==> config.mk <==
export PLATFORM = sky130hd
export DESIGN_NAME = feistel_block_cipher_16bit
export DESIGN_NICKNAME = d
export VERILOG_FILES = /design/src/hw/rtl/fbc_pkg.sv /design/src/hw/rtl/fbc_ctrl.sv /design/src/hw/rtl/fbc_dp.sv /design/src/hw/rtl/feistel_block_cipher_16bit.sv
export SDC_FILE = /design/constraint.sdc
export NUM_CORES = 1
export LEC_CHECK = 0
export BUFFER_PORTS_ARGS = -buffer_cell sky130_fd_sc_hd__buf_2
export CAP_MARGIN = 40
export CORE_MARGIN = 3
export CORE_UTILIZATION = 55
export DETAILED_ROUTE_END_ITERATION = 10
export GPL_ROUTABILITY_DRIVEN = 0
export PLACE_DENSITY = 0.89
export SLEW_MARGIN = 10
export SYNTH_ARGS = -nofsm -noshare
export SYNTH_HDL_FRONTEND = slang
export SYNTH_SLANG_ARGS = --single-unit
==> constraint.sdc <==
create_clock -name aclk -period 5.5 [get_ports aclk]
set_input_delay 0.275 -clock aclk [delete_from_list [all_inputs] [get_ports aclk]]
set_output_delay 0.275 -clock aclk [all_outputs]
set_load 0.01 [all_outputs]
==> src/hw/rtl/fbc_pkg.sv <==
// shared types, register indexes and round function of the 16-bit feistel cipher
package fbc_pkg;

    localparam int HALF_W  = 8;
    localparam int LEN_W   = 4;
    localparam int ROUND_W = 8;
    localparam int CFG_IDX_W  = 8;
    localparam int CFG_DATA_W = 64;

    localparam logic [CFG_IDX_W-1:0] REG_KEY_BYTES   = 8'd0;
    localparam logic [CFG_IDX_W-1:0] REG_KEY_LEN     = 8'd1;
    localparam logic [CFG_IDX_W-1:0] REG_ROUND_COUNT = 8'd2;

    localparam logic [LEN_W-1:0]   KEY_LEN_RESET     = 4'd8;
    localparam logic [ROUND_W-1:0] ROUND_COUNT_RESET = 8'd8;

    typedef enum logic [1:0] {
        ST_IDLE,
        ST_RUN,
        ST_HOLD
    } state_t;

    // controller to datapath
    typedef struct packed {
        logic load;
        logic step;
        logic emit;
    } cmd_t;

    // datapath to controller
    typedef struct packed {
        logic zero_rounds;
        logic last_round;
    } sts_t;

    // low nibble s-box: (3^v mod 17 + 2) mod 16
    function automatic logic [3:0] sbox_lo(input logic [3:0] v);
        logic [3:0] s;
        case (v)
            4'd0:    s = 4'd3;
            4'd1:    s = 4'd5;
            4'd2:    s = 4'd11;
            4'd3:    s = 4'd12;
            4'd4:    s = 4'd15;
            4'd5:    s = 4'd7;
            4'd6:    s = 4'd1;
            4'd7:    s = 4'd13;
            4'd8:    s = 4'd2;
            4'd9:    s = 4'd0;
            4'd10:   s = 4'd10;
            4'd11:   s = 4'd9;
            4'd12:   s = 4'd6;
            4'd13:   s = 4'd14;
            4'd14:   s = 4'd4;
            default: s = 4'd8;
        endcase
        return s;
    endfunction

    // high nibble s-box: (5^v mod 17 + 7) mod 16
    function automatic logic [3:0] sbox_hi(input logic [3:0] v);
        logic [3:0] s;
        case (v)
            4'd0:    s = 4'd8;
            4'd1:    s = 4'd12;
            4'd2:    s = 4'd15;
            4'd3:    s = 4'd13;
            4'd4:    s = 4'd4;
            4'd5:    s = 4'd5;
            4'd6:    s = 4'd9;
            4'd7:    s = 4'd1;
            4'd8:    s = 4'd7;
            4'd9:    s = 4'd3;
            4'd10:   s = 4'd0;
            4'd11:   s = 4'd2;
            4'd12:   s = 4'd11;
            4'd13:   s = 4'd10;
            4'd14:   s = 4'd6;
            default: s = 4'd14;
        endcase
        return s;
    endfunction

    // key mix, substitution and rotate left by 3
    function automatic logic [HALF_W-1:0] round_fn(input logic [HALF_W-1:0] r,
                                                   input logic [HALF_W-1:0] k);
        logic [HALF_W-1:0] t;
        logic [HALF_W-1:0] s;
        t = r ^ k;
        s = {sbox_hi(t[7:4]), sbox_lo(t[3:0])};
        return {s[4:0], s[7:5]};
    endfunction

endpackage

==> src/hw/rtl/fbc_ctrl.sv <==
// controller state machine: request intake, round sequencing, output register handoff
module fbc_ctrl (
    input  logic          aclk,
    input  logic          aresetn,
    input  logic          s_axis_tvalid,
    output logic          s_axis_tready,
    output logic          m_axis_tvalid,
    input  logic          m_axis_tready,
    input  fbc_pkg::sts_t sts,
    output fbc_pkg::cmd_t cmd
);
    import fbc_pkg::*;

    state_t state_reg, state_next;
    logic   m_valid_reg, m_valid_next;

    always_ff @(posedge aclk) begin
        if (!aresetn) begin
            state_reg   <= ST_IDLE;
            m_valid_reg <= 1'b0;
        end else begin
            state_reg   <= state_next;
            m_valid_reg <= m_valid_next;
        end
    end

    always_comb begin
        state_next    = state_reg;
        cmd           = '0;
        s_axis_tready = 1'b0;
        case (state_reg)
            ST_IDLE: begin
                s_axis_tready = 1'b1;
                if (s_axis_tvalid) begin
                    cmd.load   = 1'b1;
                    state_next = sts.zero_rounds ? ST_HOLD : ST_RUN;
                end
            end
            ST_RUN: begin
                cmd.step = 1'b1;
                if (sts.last_round) begin
                    state_next = ST_HOLD;
                end
            end
            ST_HOLD: begin
                // output slot free or draining this cycle
                if (!m_valid_reg || m_axis_tready) begin
                    cmd.emit   = 1'b1;
                    state_next = ST_IDLE;
                end
            end
            default: begin
                state_next = ST_IDLE;
            end
        endcase
    end

    always_comb begin
        if (cmd.emit) begin
            m_valid_next = 1'b1;
        end else if (m_axis_tready) begin
            m_valid_next = 1'b0;
        end else begin
            m_valid_next = m_valid_reg;
        end
    end

    assign m_axis_tvalid = m_valid_reg;

    a_accept_leaves_idle: assert property (@(posedge aclk) disable iff (!aresetn)
        (s_axis_tvalid && s_axis_tready) |=> (state_reg != ST_IDLE))
        else $error("accepted request did not start work");

    a_emit_slot_free: assert property (@(posedge aclk) disable iff (!aresetn)
        cmd.emit |-> (!m_valid_reg || m_axis_tready))
        else $error("output register overwritten");

    a_valid_from_emit: assert property (@(posedge aclk) disable iff (!aresetn)
        $rose(m_valid_reg) |-> $past(cmd.emit))
        else $error("result shown without emit");

endmodule

==> src/hw/rtl/fbc_dp.sv <==
// datapath: half registers, round and key byte counters, round function, output register
module fbc_dp #(
    parameter int MAX_KEY_BYTES = 8
) (
    input  logic                                aclk,
    input  logic                                aresetn,
    input  fbc_pkg::cmd_t                       cmd,
    output fbc_pkg::sts_t                       sts,
    input  logic [fbc_pkg::HALF_W-1:0]          left_in,
    input  logic [fbc_pkg::HALF_W-1:0]          right_in,
    input  logic [MAX_KEY_BYTES*8-1:0]          key_bytes,
    input  logic [fbc_pkg::LEN_W-1:0]           key_len,
    input  logic [fbc_pkg::ROUND_W-1:0]         round_count,
    output logic [fbc_pkg::HALF_W-1:0]          left_out,
    output logic [fbc_pkg::HALF_W-1:0]          right_out
);
    import fbc_pkg::*;

    localparam int KIDX_W = (MAX_KEY_BYTES > 1) ? $clog2(MAX_KEY_BYTES) : 1;

    logic [HALF_W-1:0]  left_reg, left_next;
    logic [HALF_W-1:0]  right_reg, right_next;
    logic [ROUND_W-1:0] rnd_reg, rnd_next;
    logic [KIDX_W-1:0]  kidx_reg, kidx_next;
    logic [HALF_W-1:0]  lout_reg, rout_reg;

    logic [HALF_W-1:0]  key_arr [MAX_KEY_BYTES];
    logic [LEN_W-1:0]   len_eff;
    logic [HALF_W-1:0]  key_byte;
    logic               kidx_wrap;

    for (genvar j = 0; j < MAX_KEY_BYTES; j++) begin : g_key
        assign key_arr[j] = key_bytes[j*8 +: 8];
    end

    // zero means one key byte, beyond the store saturates
    always_comb begin
        if (key_len == '0) begin
            len_eff = LEN_W'(1);
        end else if (key_len > LEN_W'(MAX_KEY_BYTES)) begin
            len_eff = LEN_W'(MAX_KEY_BYTES);
        end else begin
            len_eff = key_len;
        end
    end

    assign key_byte  = key_arr[kidx_reg];
    assign kidx_wrap = (LEN_W'(kidx_reg) == (len_eff - LEN_W'(1)));

    always_comb begin
        left_next  = left_reg;
        right_next = right_reg;
        rnd_next   = rnd_reg;
        kidx_next  = kidx_reg;
        if (cmd.load) begin
            left_next  = left_in;
            right_next = right_in;
            rnd_next   = '0;
            kidx_next  = '0;
        end else if (cmd.step) begin
            left_next  = right_reg;
            right_next = round_fn(right_reg, key_byte) ^ left_reg;
            rnd_next   = rnd_reg + ROUND_W'(1);
            kidx_next  = kidx_wrap ? '0 : kidx_reg + KIDX_W'(1);
        end
    end

    always_ff @(posedge aclk) begin
        if (!aresetn) begin
            rnd_reg  <= '0;
            kidx_reg <= '0;
        end else begin
            rnd_reg  <= rnd_next;
            kidx_reg <= kidx_next;
        end
    end

    always_ff @(posedge aclk) begin
        left_reg  <= left_next;
        right_reg <= right_next;
        if (cmd.emit) begin
            lout_reg <= left_reg;
            rout_reg <= right_reg;
        end
    end

    assign sts.zero_rounds = (round_count == '0);
    assign sts.last_round  = (rnd_reg == round_count - ROUND_W'(1));

    assign left_out  = lout_reg;
    assign right_out = rout_reg;

    a_kidx_in_range: assert property (@(posedge aclk) disable iff (!aresetn)
        cmd.step |-> (LEN_W'(kidx_reg) < len_eff))
        else $error("key byte index beyond key length");

    a_load_clears_round: assert property (@(posedge aclk) disable iff (!aresetn)
        cmd.load |=> (rnd_reg == '0 && kidx_reg == '0))
        else $error("round counters not cleared on load");

endmodule

==> src/hw/rtl/feistel_block_cipher_16bit.sv <==
// top level of the 16-bit feistel cipher: config registers, controller and datapath
//
//  channel   dir  handshake                   payload
//  s_axis    in   s_axis_tvalid/tready        tdata[15:0] = right_in, left_in
//  m_axis    out  m_axis_tvalid/tready        tdata[15:0] = right_out, left_out
//  cfg       in   cfg_valid/cfg_ready         cfg_index[7:0], cfg_data[63:0]
//
//  a request is loaded, runs its rounds one after another through the
//  single shared round unit, then moves into the output register once that is free or draining
//  a finished result waits in the output register while the next request is taken
//  aresetn is synchronous; it clears the state machine, counters and config to
//  key 0, key length 8, eight rounds; cfg writes are always accepted
module feistel_block_cipher_16bit #(
    parameter int MAX_KEY_BYTES = 8
) (
    input  logic        aclk,
    input  logic        aresetn,
    input  logic        s_axis_tvalid,
    output logic        s_axis_tready,
    input  logic [15:0] s_axis_tdata,   // left_in [7:0], right_in [15:8]
    output logic        m_axis_tvalid,
    input  logic        m_axis_tready,
    output logic [15:0] m_axis_tdata,   // left_out [7:0], right_out [15:8]
    input  logic        cfg_valid,
    output logic        cfg_ready,
    input  logic [7:0]  cfg_index,
    input  logic [63:0] cfg_data
);
    import fbc_pkg::*;

    localparam int KEY_W = MAX_KEY_BYTES * 8;

    logic [KEY_W-1:0]   key_reg;
    logic [LEN_W-1:0]   key_len_reg;
    logic [ROUND_W-1:0] round_count_reg;

    cmd_t              cmd;
    sts_t              sts;
    logic [HALF_W-1:0] left_out, right_out;
    logic              cfg_we;

    assign cfg_ready = 1'b1;
    assign cfg_we    = cfg_valid && cfg_ready;

    // key bytes beyond the store are never selected
    always_ff @(posedge aclk) begin
        if (!aresetn) begin
            key_reg         <= '0;
            key_len_reg     <= KEY_LEN_RESET;
            round_count_reg <= ROUND_COUNT_RESET;
        end else if (cfg_we) begin
            case (cfg_index)
                REG_KEY_BYTES:   key_reg         <= cfg_data[KEY_W-1:0];
                REG_KEY_LEN:     key_len_reg     <= cfg_data[LEN_W-1:0];
                REG_ROUND_COUNT: round_count_reg <= cfg_data[ROUND_W-1:0];
                default: begin
                end
            endcase
        end
    end

    fbc_ctrl u_ctrl (
        .aclk          (aclk),
        .aresetn       (aresetn),
        .s_axis_tvalid (s_axis_tvalid),
        .s_axis_tready (s_axis_tready),
        .m_axis_tvalid (m_axis_tvalid),
        .m_axis_tready (m_axis_tready),
        .sts           (sts),
        .cmd           (cmd)
    );

    fbc_dp #(
        .MAX_KEY_BYTES (MAX_KEY_BYTES)
    ) u_dp (
        .aclk        (aclk),
        .aresetn     (aresetn),
        .cmd         (cmd),
        .sts         (sts),
        .left_in     (s_axis_tdata[7:0]),
        .right_in    (s_axis_tdata[15:8]),
        .key_bytes   (key_reg),
        .key_len     (key_len_reg),
        .round_count (round_count_reg),
        .left_out    (left_out),
        .right_out   (right_out)
    );

    assign m_axis_tdata = {right_out, left_out};

endmodule

==> flow_summary.ini <==
[logic_synthesis]
yosys.area.top_type_share = 0.308
ys_warn_count = 0
ys_types = 51
netlist_instances = 628
syn_avg_cell_area_um2 = 9.30
synth.area.top_cells = dfxtp_1 (31%), edfxtp_1 (16%), nand2_1 (12%), a21boi_0 (8.7%), mux2i_1 (4.3%)
ys.flop_type = dfxtp_1
syn_area_um2 = 5840
ys_ff_latch = 122
ys_async_sr_fraction = 0
seq_area_frac_synth = 0.473
yosysMostFrequentCell = nand2_1
syn_nets = 727
yosysTopAreaCell = dfxtp_1
yosys-top-cells-count = nand2_1 (183), dfxtp_1 (90), a21boi_0 (68)
synth-edff-count = 32

[detailed_routing]
finalWirelength_um = 14500
drc = 0
drtIter0Drc = 279
ant_nets = 0
viasPerCell = 5.64
routed-via-count = 4960
firstDrtPassIters = 5
wl_per_cell_um = 16.5

[sta]
tightestPinTransition_ns = 0.843
relSlewSlack = 0.438
drv_slew = 0
finalHoldViolCount = 0
setup-violations-final = 0
rsz0062_at_grt = false
setup_tns_ns = 0
skew_ns = 0.00768
period_share = 0.509
timing.fmax_mhz = 357
min_period_ns = 2.80
whs_ns = 0.0158

[cts]
tritoncts = done
clk_pin_slew_ns = 0.06
h-tree-depth = 4
numCtsBuffers = 17
post_cts_buffers = 0
clk_path_buf_depth = 2
cts_root_buffer = clkbuf_8
worstSkewPairLatency_ns = 0.51
clkSinkCount = 122

[worst_setup_path]
cp-end-kind = flip-flop
crit_top_cell = mux2i_1
crit_path_max_fanout = 14
path_cells = mux4_1 -> mux2i_1 -> xnor2_1 -> ha_1 -> mux2i_1 -> a21o_1 -> nand3_1
slowest_delay_ns = 0.70
crit_arrival_ns = 3.06
cp_slowest_cell = dfxtp_1
start_kind = flip-flop
worstReg2RegEnd = u_dp.right_reg[6]
reg2reg_from = u_dp.kidx_reg[0]
reg2reg_depth = 7
crit_required_ns = 5.76
crit_type = flip-flop to flip-flop
critPathLaunch = u_dp.kidx_reg[0]
ff2ff_setup_slack_ns = 2.70
cp-endpoint = u_dp.right_reg[6]

[placed_design]
io_buffers = 110
dpl-instance-area_um2 = 6460
hpwl_um = 10100
place_inst = 838

[finish]
areaGrowthSynthToFinish_pct = 21.8
largest_register_ffs = 64
num_antenna_cells = 0
layout-drive-gt1-share = 0.212
fin_nets = 833
stdcell_count = 879
fill_cells = 689
stdcell_area_um2 = 7110

[global_routing]
antenna_found_initial = 0
grt_use_total = 0.247
top_usage_layer = met2
grt_pass1_wl_um = 22700
grt_pass1_vias = 4766
use_met2 = 0.414
grt_use_met1 = 0.305
grt_overflow = 0
grt_max_degree = 60
grtUsageMet3 = 0.0438

[floorplan]
rows = 36
die_h_um = 109
start_util = 0.582
die_x_um = 109
die-area_um2 = 11900
coreArea_um2 = 10000
io_pins = 112

[outcome]
run_status = finished clean

[job]
maxCapViolations = 0

[pwr]
p_leak_nw = 2.73
peakVddDrop_v = 0.000181
p_per_area_nw_per_um2 = 336
p_total_w = 0.00239

[hold_path]
min_path_type = input port to flip-flop
where the power goes:
part	internal, W	total [W]	switching, W
Combinational	0.000151	0.000316	0.000165
Sequential	0.000987	0.00104	0.0000500
Clock	0.000656	0.00104	0.000380
Total	0.00179	0.00239	0.000594
metal layers:
layer  vias up  wire length, um
met5         -                0
met2       238             7100
met4         0              478
met1      2312             5920
met3        50              991
li1       2360                -
worst max-delay path: cells and delay by family (launching register included):
family	cells	cell delay, ns
mux	3	1.07
flops	1	0.70
simple gates	1	0.07
xor+xnor	1	0.23
compound gates	1	0.17
fa+ha+maj	1	0.30
through the flow:
| step | setup slack [ns] | util |
|---|---|---|
| 2_1_floorplan | 3.17 | - |
| 3_3_place_gp | 2.92 | 0.639 |
| 3_5_place_dp | 2.76 | 0.643 |
| 4_1_cts | 2.76 | 0.708 |
| 5_1_grt | 2.54 | 0.708 |
| 6_report | 2.70 | 0.708 |
cells in the final DEF, fill, tap and decap left out, drive strengths merged, types with 7 or more instances in the layout:
master	synthesis	routed
nand2	183	183
buf	6	115
dfxtp	90	90
a21boi	68	68
edfxtp	32	32
mux2i	26	26
xnor2	26	26
clkbuf	32	24
nor2	18	18
o21ai	14	14
xor2	13	13
nand3	12	12
nor2b	11	11
a21oi	10	10
dlygate4sd3	0	10
mux2	9	9
nand2b	7	7
worst min path at each step:
stage | from | cells past startpoint | slack [ns] | to
finish | cfg_data[29] | 3 | 0.02 | key_reg[29]
global placement | key_reg[41] | 2 | 0.46 | key_reg[41]
floorplan | cfg_data[3] | 2 | 0.40 | round_count_reg[3]
CTS | cfg_data[43] | 3 | 0.0003 | key_reg[43]
global route | cfg_data[59] | 3 | 0.01 | key_reg[59]
detailed placement | key_reg[30] | 2 | 0.46 | key_reg[30]
kinds of logic (layout without fill, tap and decap cells):
| logic type | Yosys count | in the layout | share of synthesized area |
|---|---|---|---|
| AND/OR/NAND/NOR | 264 | 264 | 0.196 |
| flip-flops | 122 | 122 | 0.473 |
| AO/OA/AOI/OAI | 112 | 112 | 0.135 |
| buffers and inverters | 43 | 161 | 0.0328 |
| multiplexers | 41 | 41 | 0.0895 |
| XOR/XNOR | 39 | 39 | 0.0610 |
| adder cells (fa/ha/maj) | 6 | 6 | 0.0128 |
| other | 1 | 1 | 0.000642 |
final cells by class:
cell class / count / area [um^2] / share of cell area
clock buffers: 24 / 492 / 0.0691
flip-flops and latches: 122 / 2760 / 0.388
well taps: 133 / 166 / 0.0234
clock inverters: 7 / 65.1 / 0.00915
repair buffers: 125 / 713 / 0.100
inverters: 5 / 18.8 / 0.00264
multi-input cells: 463 / 2900 / 0.407
repair_timing:
| item | in CTS | in global routing |
|---|---|---|
| hold buffers | 10 | 0 |
| gates resized for setup | 0 | 0 |
| hold endpoints to repair | 10 | 0 |
Power figures use the tool's default switching activity.
